## src/rtl/core/brn_pkg.sv

```systemverilog
// ----------------------------------------------------------------------------
// brn_pkg: shared types, constants and microcode for the Roman numeral block
// Holds the ASCII letter codes, the control word layout and the microcode
// ROM that the sequencer walks for each number.
// ----------------------------------------------------------------------------
package brn_pkg;

    localparam int unsigned VALUE_W = 12;
    localparam int unsigned SYM_W   = 8;
    localparam int unsigned PC_W    = 5;

    // ASCII letters
    localparam logic [SYM_W-1:0] CH_I = 8'h49;
    localparam logic [SYM_W-1:0] CH_V = 8'h56;
    localparam logic [SYM_W-1:0] CH_X = 8'h58;
    localparam logic [SYM_W-1:0] CH_L = 8'h4C;
    localparam logic [SYM_W-1:0] CH_C = 8'h43;
    localparam logic [SYM_W-1:0] CH_D = 8'h44;
    localparam logic [SYM_W-1:0] CH_M = 8'h4D;
    localparam logic [SYM_W-1:0] CH_NONE = 8'h00;

    localparam logic [PC_W-1:0] PC_END = 5'd20;

    // OP_DROP: subtract k silently if remainder >= k, then advance
    // OP_REP : while remainder >= k emit letter and subtract k, else advance
    // OP_PRE : if remainder >= k emit letter (no subtract) and advance,
    //          else jump to target
    // OP_SUB : emit letter, subtract k, advance
    // OP_END : finish
    typedef enum logic [2:0] {
        OP_DROP,
        OP_REP,
        OP_PRE,
        OP_SUB,
        OP_END
    } t_op;

    typedef struct packed {
        t_op                op;
        logic [VALUE_W-1:0] kval;
        logic [SYM_W-1:0]   sym;
        logic [PC_W-1:0]    tgt;
    } t_uword;

    typedef struct packed {
        logic             valid;
        logic [SYM_W-1:0] symbol;
        logic             last;
    } t_emit;

    function automatic t_uword mk_uword(input t_op op, input logic [VALUE_W-1:0] kval,
                                        input logic [SYM_W-1:0] sym,
                                        input logic [PC_W-1:0] tgt);
        t_uword w;
        w.op   = op;
        w.kval = kval;
        w.sym  = sym;
        w.tgt  = tgt;
        return w;
    endfunction

    // Greedy subtractive program; a thousands digit of four is dropped unprinted.
    function automatic t_uword ucode_rom(input logic [PC_W-1:0] pc);
        t_uword w;
        case (pc)
            5'd0:    w = mk_uword(OP_DROP, 12'd4000, CH_NONE, 5'd0);
            5'd1:    w = mk_uword(OP_REP,  12'd1000, CH_M,    5'd0);
            5'd2:    w = mk_uword(OP_PRE,  12'd900,  CH_C,    5'd4);
            5'd3:    w = mk_uword(OP_SUB,  12'd900,  CH_M,    5'd0);
            5'd4:    w = mk_uword(OP_REP,  12'd500,  CH_D,    5'd0);
            5'd5:    w = mk_uword(OP_PRE,  12'd400,  CH_C,    5'd7);
            5'd6:    w = mk_uword(OP_SUB,  12'd400,  CH_D,    5'd0);
            5'd7:    w = mk_uword(OP_REP,  12'd100,  CH_C,    5'd0);
            5'd8:    w = mk_uword(OP_PRE,  12'd90,   CH_X,    5'd10);
            5'd9:    w = mk_uword(OP_SUB,  12'd90,   CH_C,    5'd0);
            5'd10:   w = mk_uword(OP_REP,  12'd50,   CH_L,    5'd0);
            5'd11:   w = mk_uword(OP_PRE,  12'd40,   CH_X,    5'd13);
            5'd12:   w = mk_uword(OP_SUB,  12'd40,   CH_L,    5'd0);
            5'd13:   w = mk_uword(OP_REP,  12'd10,   CH_X,    5'd0);
            5'd14:   w = mk_uword(OP_PRE,  12'd9,    CH_I,    5'd16);
            5'd15:   w = mk_uword(OP_SUB,  12'd9,    CH_X,    5'd0);
            5'd16:   w = mk_uword(OP_REP,  12'd5,    CH_V,    5'd0);
            5'd17:   w = mk_uword(OP_PRE,  12'd4,    CH_I,    5'd19);
            5'd18:   w = mk_uword(OP_SUB,  12'd4,    CH_V,    5'd0);
            5'd19:   w = mk_uword(OP_REP,  12'd1,    CH_I,    5'd0);
            default: w = mk_uword(OP_END,  12'd0,    CH_NONE, 5'd0);
        endcase
        return w;
    endfunction

endpackage

```

## src/rtl/core/brn_seq.sv

```systemverilog
// ----------------------------------------------------------------------------
// brn_seq: microcoded sequencer for Roman numeral letters
// Walks the microcode ROM one step per cycle while i_advance is high, over a
// remainder register, and emits at most one letter per step.
// ----------------------------------------------------------------------------
module brn_seq
    import brn_pkg::*;
(
    input  logic               i_clk,
    input  logic               i_rst_n,
    input  logic               i_start,
    input  logic [VALUE_W-1:0] i_value,
    input  logic               i_advance,
    output logic               o_busy,
    output t_emit              o_emit
);

    logic               r_busy, n_busy;
    logic [PC_W-1:0]    r_pc, n_pc;
    logic [VALUE_W-1:0] r_rem, n_rem;

    t_uword             uw;
    logic               ge;
    logic [VALUE_W-1:0] diff;
    logic               diff_zero;
    t_emit              emit;

    assign uw        = ucode_rom(r_pc);
    assign ge        = (r_rem >= uw.kval);
    assign diff      = r_rem - uw.kval;
    assign diff_zero = (diff == '0);

    always_comb begin
        n_busy = r_busy;
        n_pc   = r_pc;
        n_rem  = r_rem;
        emit   = '0;
        if (i_start) begin
            n_busy = 1'b1;
            n_pc   = '0;
            n_rem  = i_value;
        end else if (r_busy && i_advance) begin
            if (r_rem == '0) begin
                n_busy = 1'b0;
            end else begin
                case (uw.op)
                    OP_DROP: begin
                        if (ge) begin
                            n_rem = diff;
                        end
                        n_pc = r_pc + 1'b1;
                    end
                    OP_REP: begin
                        if (ge) begin
                            emit.valid  = 1'b1;
                            emit.symbol = uw.sym;
                            emit.last   = diff_zero;
                            n_rem       = diff;
                            n_busy      = !diff_zero;
                        end else begin
                            n_pc = r_pc + 1'b1;
                        end
                    end
                    OP_PRE: begin
                        if (ge) begin
                            emit.valid  = 1'b1;
                            emit.symbol = uw.sym;
                            emit.last   = 1'b0;
                            n_pc        = r_pc + 1'b1;
                        end else begin
                            n_pc = uw.tgt;
                        end
                    end
                    OP_SUB: begin
                        emit.valid  = 1'b1;
                        emit.symbol = uw.sym;
                        emit.last   = diff_zero;
                        n_rem       = diff;
                        n_busy      = !diff_zero;
                        n_pc        = r_pc + 1'b1;
                    end
                    default: begin
                        n_busy = 1'b0;
                    end
                endcase
            end
        end
    end

    always_ff @(posedge i_clk) begin
        if (!i_rst_n) begin
            r_busy <= 1'b0;
            r_pc   <= '0;
        end else begin
            r_busy <= n_busy;
            r_pc   <= n_pc;
        end
    end

    always_ff @(posedge i_clk) begin
        r_rem <= n_rem;
    end

    assign o_busy = r_busy;
    assign o_emit = emit;

    a_emit_busy : assert property (@(posedge i_clk) disable iff (!i_rst_n)
        emit.valid |-> r_busy && i_advance)
        else $error("letter emitted outside an active conversion");

    a_last_ends : assert property (@(posedge i_clk) disable iff (!i_rst_n)
        emit.valid && emit.last |=> !r_busy)
        else $error("sequencer still busy after final letter");

    a_pc_range : assert property (@(posedge i_clk) disable iff (!i_rst_n)
        r_busy |-> r_pc <= PC_END)
        else $error("microcode step counter ran past end of program");

endmodule

```

## src/rtl/core/binary_to_roman_numeral.sv

```systemverilog
// ----------------------------------------------------------------------------
// binary_to_roman_numeral: number to Roman numeral letter stream
// Letters: an accepted number is loaded into the remainder register, and each
//   letter the sequencer emits is registered in the output register.
// Throughput: one microcode step per cycle while the output can take a letter;
//   a new item is taken only once the sequencer is idle again, and a zero
//   value frees it with no letter emitted. Output stalls hold the sequencer.
// Reset: synchronous active-low i_rst_n clears the busy flag, step counter
//   and output valid; remainder and output letter hold no reset.
// ----------------------------------------------------------------------------
module binary_to_roman_numeral
    import brn_pkg::*;
(
    input  logic               i_clk,
    input  logic               i_rst_n,
    // input item channel
    input  logic               i_in_valid,
    output logic               o_in_stall,
    input  logic [VALUE_W-1:0] i_value,
    // result item channel
    output logic               o_out_valid,
    input  logic               i_out_stall,
    output logic [SYM_W-1:0]   o_symbol,
    output logic               o_last
);

    logic             seq_busy;
    logic             start;
    logic             advance;
    t_emit            emit;

    logic             r_out_valid;
    logic [SYM_W-1:0] r_symbol;
    logic             r_last;

    // Take a new item whenever the sequencer is idle, even while the
    // final letter of the previous numeral still waits in the output register.
    assign start      = i_in_valid && !seq_busy;
    assign o_in_stall = seq_busy;

    // Advance the sequencer only when the output register can take a letter.
    assign advance = !r_out_valid || !i_out_stall;

    brn_seq u_seq (
        .i_clk     (i_clk),
        .i_rst_n   (i_rst_n),
        .i_start   (start),
        .i_value   (i_value),
        .i_advance (advance),
        .o_busy    (seq_busy),
        .o_emit    (emit)
    );

    // Output register: load a new letter, or drop valid once taken.
    always_ff @(posedge i_clk) begin
        if (!i_rst_n) begin
            r_out_valid <= 1'b0;
        end else if (emit.valid) begin
            r_out_valid <= 1'b1;
        end else if (!i_out_stall) begin
            r_out_valid <= 1'b0;
        end
    end

    // Hold payload while stalled; only a fresh letter overwrites it.
    always_ff @(posedge i_clk) begin
        if (emit.valid) begin
            r_symbol <= emit.symbol;
            r_last   <= emit.last;
        end
    end

    assign o_out_valid = r_out_valid;
    assign o_symbol    = r_symbol;
    assign o_last      = r_last;

    a_no_overwrite : assert property (@(posedge i_clk) disable iff (!i_rst_n)
        !(emit.valid && r_out_valid && i_out_stall))
        else $error("letter overwrote a stalled output item");

    a_start_idle : assert property (@(posedge i_clk) disable iff (!i_rst_n)
        start |=> seq_busy)
        else $error("accepted item did not start the sequencer");

    a_emit_loads : assert property (@(posedge i_clk) disable iff (!i_rst_n)
        emit.valid |=> r_out_valid && r_symbol == $past(emit.symbol))
        else $error("emitted letter not captured in output register");

endmodule

```

## config.mk

```make
export PLATFORM = sky130hd
export DESIGN_NAME = binary_to_roman_numeral
export DESIGN_NICKNAME = d
export VERILOG_FILES = /design/src/rtl/core/brn_pkg.sv /design/src/rtl/core/brn_seq.sv /design/src/rtl/core/binary_to_roman_numeral.sv
export SDC_FILE = /design/constraint.sdc
export NUM_CORES = 1
export LEC_CHECK = 0
export ABC_AREA = 1
export ABC_CLOCK_PERIOD_IN_PS = 3200
export BUFFER_PORTS_ARGS = -buffer_cell sky130_fd_sc_hd__clkbuf_2
export CAP_MARGIN = 15
export CORE_AREA = 4 4 79 81
export CTS_CLUSTER_DIAMETER = 60
export DETAILED_ROUTE_END_ITERATION = 16
export DIE_AREA = 0 0 83 85
export PLACE_DENSITY_LB_ADDON = 0.12
export SYNTH_ARGS = -nofsm -noshare
export SYNTH_HDL_FRONTEND = slang
export SYNTH_SLANG_ARGS = --single-unit
export TNS_END_PERCENT = 30
```

## constraint.sdc

```tcl
create_clock -name i_clk -period 3.2 [get_ports i_clk]
set_input_delay 0.16 -clock i_clk [delete_from_list [all_inputs] [get_ports i_clk]]
set_output_delay 0.16 -clock i_clk [all_outputs]
set_load 0.02 [all_outputs]
```

==> impl_results.md, run 1 <==
* Total track usage at 20.9%
* Worst-path maximum fanout at 6
* CP startpoint: u_seq.r_rem[0]
* Routed wl met2 at 3.73 mm
* Status: finished, final reports clean
* Chip height at around 85 um
* Post-CTS Setup Inserts at 0
* H-Tree Depth at 2
* Hold Startpoint: i_rst_n
* Hold crit path type: in -> reg
* Drt drc at 0
* Fin nets at a little under 500
* Post-Syn Instances at 422
* Largest net degree at the start of global routing at 25
* Leak at 1.77 nW
* Reg2Reg Setup Slack at around 0.34 ns
* Layout cells sized above 1 at roughly 15%
* DP HPWL at around 5.8 mm
* Sequential area share after synthesis at roughly 37%
* Post-route minimum period at around 2.9 ns
* Max Freq at between 300 and 400 MHz
* WL/cell at around 14 um
* First-pass GRT wire length at ~12 mm
* Fin. Hold Viols at 0
* Syn-to-layout area delta at 9.58%
* Netlist Area Pre-Place at between 0.003 and 0.004 sq mm
* Final Util at between 60% and 70%
* CP endpoint kind: flip-flop
* YS warnings at 0
* Num CTS Buffers at 5
* Worst slew pin tran at 0.544 ns
* Req. time, crit path at 3.44 ns
* CTS-repair resized insts at 0
* Vias in the first global route at approximately 2,600
* Wire length on met1 at around 3.1 mm
* Final setup vio count at 0
* Top sig layer: met4
* RSZ-0062 raised after global routing: false
* Number of port buffers at 24
* Met3 routed WL at between 300 and 400 um
* Yosys top cell area share at 19.2%
* Worst-Skew Late Latency at 0.31 ns
* Setup CP Type: reg -> reg
* Synth Area in Adders at under 10%
* Crit share post-route at about nine tenths
* Yosys top cell by area: dfxtp_1
* Reg2Reg Launch Point: u_seq.r_rem[0]
* GPL Wtd Cong at slightly above 0.9
* Initial Util at about three fifths
* Compound-Gate Fraction of Synth Area at roughly 7.3%
* Row count at 27
* Final wirelength at around 7.3 mm
* Io pins at 27
* Area contributors post-synth: dfxtp_1, edfxtp_1, nand2_1
* Clock skew at 0.0121 ns
* Total negative slack at 0 ns
* Clock transition at the registers of the reported paths at around 0.08 ns
* Hold Buf Count CTS at 0
* Die span in x at approximately 83 um
* Initial drt markers at ~170
* Initial antenna violation count at 0
* CP Launch Type: flip-flop
* Number of synthesized flops with an enable pin at 19
* Max_cap viols at 0
* Largest family of logic cells by synthesized area: simple AND/OR/NAND/NOR gates
* DRT antenna net count at 0
* Grt total ovfl at 0
* Slew Limit Fails at 0
* Critical path arrival at 3.10 ns
* Yosys cell types at 41
* Synth Flop Type: dfxtp_1
* Via Count at ~2,800
* Multiplexer area fraction after synthesis at 0%
* Max_slew headroom at 63.6%
* Syn_area_per_cell at ~7.6 sq um
* Flops & latches, synth at 50
* Fill cell count at roughly 510
* Die ar. at between 0.007 and 0.008 sq mm
* Clk buf depth at 2
* Vias per cell at between 5 and 6
* Asr flop ratio synth at 0%
* Pwr/cell area at 559 mW/mm^2
* Ant diodes at 0
* Simple-gate area share of the yosys netlist at between 30% and 40%
* CTS Sinks at 50
* Core area at about 0.0055 sq mm
* Maximum vdd ir drop at roughly 0.29 mV
* First drt pass iteration count at 4
* TritonCTS clock tree: built
* Clock Tree Root: clkbuf_8
* Synth Area in XOR/XNOR at between 2 and 3%
kinds of logic after synthesis:
| group | after synthesis |
|---|---|
| other | 1 |
| AND/OR/NAND/NOR | 230 |
| adder cells (fa/ha/maj) | 24 |
| buffers and inverters | 66 |
| AO/OA/AOI/OAI | 41 |
| flip-flops | 50 |
| XOR/XNOR | 10 |
critical path: stages (launching register included):
cell and delay, ns:
edfxtp_1 0.35, inv_1 0.05, ha_1 0.20, fa_1 0.46, inv_1 0.07, nand3_1 0.08
nand3_1 0.12, nand2_2 0.11, nand3_4 0.12, nand2_2 0.07, nand2_4 0.10, nand2_1 0.06
nand3_1 0.09, inv_1 0.12, ha_1 0.38, nand4_1 0.13, nand3_1 0.11, nand2_1 0.05
nor2_1 0.13
layout by cell type, fill, tap and decap left out, drive strengths merged, types with 3 or more instances in the layout:
cell / count
a21oi: 18
buf: 5
clkbuf: 30
dfxtp: 31
edfxtp: 19
ha: 23
inv: 59
nand2: 127
nand3: 43
nand3b: 4
nand4: 10
nor2: 33
nor3: 3
nor3b: 6
o21ai: 18
xnor2: 7
xor2: 3
synthesized netlist by cell type (all sizes together) (2+ instances only):
| library cell | number |
|---|---|
| ha | 23 |
| xnor2 | 7 |
| nor3 | 3 |
| nor3b | 6 |
| edfxtp | 19 |
| a21oi | 18 |
| nand4 | 10 |
| o21bai | 2 |
| xor2 | 3 |
| nand3b | 4 |
| nand2 | 127 |
| nor2 | 33 |
| dfxtp | 31 |
| o21ai | 18 |
| inv | 59 |
| clkbuf | 2 |
| buf | 5 |
| nand3 | 43 |
final timing paths:
check / to / cells after the start
max: u_seq.uw[18] / 18
min: o_out_valid / 3
max reg2reg: u_seq.uw[18] / 18
min reg2reg: o_out_valid / 2
cell type report:
type / count / area, sq um / area share [%]
clock buffers: 6 / 72.6 / 2.05
clock inverters: 2 / 37.5 / 1.06
inverters: 59 / 224 / 6.33
multi-input cells: 307 / 1760 / 49.9
flip-flops and latches: 50 / 1190 / 33.7
well taps: 72 / 90.1 / 2.55
repair buffers: 29 / 158 / 4.46
stage by stage:
step | instance area [sq um] | setup WS (ns) | instances | hold WS [ns] | total power, W
3_3_place_gp | 3430 | 0.439 | 517 | 0.419 | 0.00153
4_1_cts | 3540 | 0.363 | 525 | 0.0971 | 0.00199
3_5_place_dp | 3430 | 0.375 | 517 | 0.426 | 0.00155
5_1_grt | 3540 | 0.134 | 525 | 0.119 | 0.00211
6_report | 3540 | 0.338 | 525 | 0.111 | 0.00198
2_1_floorplan | 3230 | 0.427 | 423 | 0.298 | 0.00138
sequential cells by signal, summed over array words and instances (netlist names):
register,cells
u_seq.o_busy,1
o_symbol,6
u_seq.uw,24
o_last,1
u_seq.r_rem,12
o_out_valid,1
u_seq.r_pc,5
per-layer routing:
metal | up-vias | track usage, %
met5 | - | 0
met4 | 0 | 7.58
met3 | 12 | 3.40
met2 | 70 | 37.5
li1 | 1423 | -
met1 | 1280 | 25.2
power by group:
group | internal [W] | total, W | switching [W]
combinational | 0.000267 | 0.000741 | 0.000474
clock | 0.000233 | 0.000440 | 0.000206
sequential | 0.000756 | 0.000796 | 0.0000396
Power figures use the tool's default switching activity.
==> inputs of run 2 (changes only) <==
- ABC_AREA: 1 -> not set
- CORE_AREA: 4 4 79 81 -> 4 4 77 79
- DIE_AREA: 0 0 83 85 -> 0 0 81 83
==> run 2 against run 1 <==
Net effect: the run now ends with setup timing left; worst setup slack worse by 0.35 ns; critical path depth is 6 lower; power is 0.98% lower; die area is 4.7% lower; first-iteration DRC count is 27% higher; area after synthesis is 4.4% lower; global-route usage is 4.3 points higher; flip-flop and latch count stayed put; register-to-register slack worse by 0.35 ns; sequential power is 2.8% lower; clock-buffer cell count stayed put; cell count is 5.5% lower; critical endpoint is now o_last; largest cell class unchanged.
==> impl_results.md, run 2 <==
* Placed cell count at 475 (-8.1%)
* DP HPWL at 6.17 mm (+6.5%)
* Vias per cell at 6.09 (+15%)
* Chip height at 83 um (-2.4%)
* Synth Area in Adders at 9.98% (+0.44 points)
* Fin. Hold Viols at 0 (unchanged)
* Fin nets at 463 (-5.9%)
* Leak at 1.71 nW (-3.1%)
* Post-Syn Instances at 347 (-18%)
* Syn-to-layout area delta at 28.1%
* Critical path arrival at 3.38 ns (+0.28 ns)
* Drt drc at 0 (unchanged)
* Vias in the first global route at 2,775 (+4.8%)
* H-Tree Depth at 2 (unchanged)
* DRT antenna net count at 0 (unchanged)
* Setup CP Type: reg -> reg
* Row count at 27 (unchanged)
* CP endpoint kind: flip-flop
* Number of port buffers at 24 (unchanged)
* Netlist Area Pre-Place at 0.00309 sq mm (-4.4%)
* Synth Area in XOR/XNOR at 3.41% (+0.69 points)
* Syn_area_per_cell at 8.89 sq um (+16%)
* First drt pass iteration count at 4 (unchanged)
* Pwr/cell area at 495 mW/mm^2 (-11%)
* Fill cell count at 413 (-18%)
* CTS Sinks at 50 (unchanged)
* RSZ-0062 raised after global routing: true
* Final WS setup at -0.0134 ns (-0.352 ns)
* Simple-gate area share of the yosys netlist at 21.2% (-14 points)
* Maximum vdd ir drop at 0.297 mV (+2.1%)
* GPL Wtd Cong at 0.929 (+0.92%)
* Multiplexer area fraction after synthesis at 0% (unchanged)
* Ant diodes at 0 (unchanged)
* Grt total ovfl at 0 (unchanged)
* Initial drt markers at 218 (+27%)
* Largest family of logic cells by synthesized area: compound AO/OA/AOI/OAI gates
* Post-Layout Inst Area at 0.00395 sq mm (+12%)
* Commonest cells in the netlist: nand2_1, dfxtp_1, ha_1
* Largest net degree at the start of global routing at 16 (-36%)
* Clk buf depth at 2 (unchanged)
* Slowest-stage cell, CP: or4_4
* Non-filler cells, final at 496 (-5.5%)
* Total track usage at 25.2% (+4.3 points)
* WL/cell at 17.4 um (+25%)
* Max Freq at 311 MHz (-11%)
* Post-route minimum period at 3.21 ns (+0.352 ns)
* CP Launch Type: flip-flop
* Delay of the slowest critical-path stage at 0.56 ns (+0.10 ns)
* Area contributors post-synth: dfxtp_1, edfxtp_1, ha_1
* Most common cell on crit path: buf_4
* Asr flop ratio synth at 0% (unchanged)
* Yosys cell types at 63 (+54%)
* Initial Util at 57.8% (-1.2 points)
* CP cell instances: ha_1, buf_4, nand4_1, a211oi_4, or2_4, buf_4, a21o_1, a21oi_1, xnor2_1, or4_4, or4_1, nor2_1
* Hold Buf Count CTS at 0 (unchanged)
* Clock skew at 0.00828 ns (-0.00377 ns)
* Yosys top cell area share at 20.1% (+0.88 points)
* Via Count at 3,022 (+8.5%)
* Yosys top cell by area: dfxtp_1
* First-pass GRT wire length at 13.5 mm (+12%)
* Most common library cell in the layout ignoring fill and taps: buf_4
* Routing usage on met1 at 34.5% (+9.3 points)
* Crit share post-route at 100% (+11 points)
* Final wirelength at 8.63 mm (+18%)
* DP Area at 0.00357 sq mm (+4.1%)
* Num CTS Buffers at 5 (unchanged)
* Hold crit path type: in -> reg
* Final setup vio count at 1 (+1)
* Final Util at 74.1% (+9.4 points)
* Flops & latches, synth at 50 (unchanged)
* Layout cells sized above 1 at 32.5% (+18 points)
* Worst-Skew Late Latency at 0.30 ns (about the same)
* Worst-path maximum fanout at 4 (-2)
* Compound-Gate Fraction of Synth Area at 22.1% (+15 points)
* Die ar. at 0.00672 sq mm (-4.7%)
* Clock transition at the registers of the reported paths at 0.09 ns (about the same)
* Req. time, crit path at 3.37 ns (-0.07 ns)
* YS warnings at 0 (unchanged)
* Die span in x at 81 um (-2.4%)
* Slew Limit Fails at 0 (unchanged)
* Most common cell in the netlist: nand2_1
* Number of synthesized flops with an enable pin at 19 (unchanged)
* Core area at 0.00534 sq mm (-2.5%)
* Largest register FFs at 24 (unchanged)
* Max_cap viols at 0 (unchanged)
* Sequential area share after synthesis at 38.6% (+1.7 points)
* Initial antenna violation count at 0 (unchanged)
* Worst slew pin tran at 0.790 ns (+0.246 ns)
* GR peak layer: met2
* Status: finished, violations left
* Synth Flop Type: dfxtp_1
* Failing checks: setup timing
* Clock Tree Root: clkbuf_8
* Met2 usage at 40.3% (+2.8 points)
* Max_slew headroom at 47.2% (-16 points)
* TritonCTS clock tree: built
* Io pins at 27 (unchanged)
* Global Route met3 Usage at 4.56% (+1.2 points)
* Most frequent cells in the layout: buf_4, nand2_1, dfxtp_1, clkbuf_2, edfxtp_1
[run 2: cell types whose count changed in the layout (fill, tap and decap cells not counted), moves of 6 or more]
cell / change
a31oi_1: +6
and2_1: +8
buf_4: +49
ha_1: -6
inv_1: -38
nand2_1: -73
nand3_1: -31
nor2_1: -8
nor3b_1: -6
[run 2: worst paths after layout]
path | slack, ns | to | from | cells after the start
setup / recovery | -0.01 | o_last | u_seq.r_rem[5] | 12
hold / removal | 0.12 | u_seq.r_rem[10] | i_value[10] | 3
setup reg to reg | -0.01 | o_last | u_seq.r_rem[5] | 12
hold reg to reg | 0.51 | o_symbol[6] | u_seq.uw[11] | 1
[run 2: power breakdown]
part           switching (W)  internal, W  total (W)
Sequential         0.0000370     0.000737   0.000774
Combinational       0.000412     0.000323   0.000734
Clock               0.000215     0.000234   0.000449
Total               0.000663      0.00129    0.00196
[run 2: logic make-up after synthesis]
group | count (synthesis)
other | 1
and+or+nand+nor | 130
DFF | 50
xor gates and xnor gates | 12
buffers and inverters | 34
AOI/OAI and AO/OA | 96
adders and majority gates | 24
[run 2: final cells by class]
class	instances	area, sq um	area share, %
clock inverter	2	36.3	0.918
sequential	50	1190	30.1
tap	72	90.1	2.28
inverter	23	93.8	2.37
multi-input combinational	264	1930	48.9
clock buffer	6	72.6	1.84
timing repair buffer	79	537	13.6
[run 2: per-layer routing]
| layer | vias up | routed length (um) |
|---|---|---|
| li1 | 1412 | - |
| met1 | 1428 | 3690 |
| met2 | 157 | 4070 |
| met3 | 25 | 646 |
| met4 | 0 | 223 |
| met5 | - | 0 |
[run 2: stage by stage]
| step | TNS (ns) | hold slack (ns) | total power (W) | setup slack, ns |
|---|---|---|---|---|
| 6_report | -0.0134 | 0.117 | 0.00196 | -0.0134 |
| 4_1_cts | 0 | 0.110 | 0.00187 | 0.0238 |
| 5_1_grt | -0.665 | 0.117 | 0.00207 | -0.136 |
| 3_5_place_dp | -1.26 | 0.424 | 0.00141 | -0.139 |
| 3_3_place_gp | -0.162 | 0.417 | 0.00139 | -0.0810 |
| 2_1_floorplan | 0 | 0.288 | 0.00121 | 0.00571 |
[run 2: repair_timing]
item	CTS	global route
endpoints found under the setup margin	22	23
setup buffers	3	10
resized for setup	14	31
pin swaps	7	14
[run 2: critical path, delay by kind of cell (launching register included)]
kind                     cells  cell delay (ns)
XOR/XNOR                     1             0.13
AND/OR/NAND/NOR              5             1.51
adder cells (fa/ha/maj)      1             0.33
AO/OA/AOI/OAI                3             0.39
buffers and inverters        2             0.29
flip-flops                   1             0.42
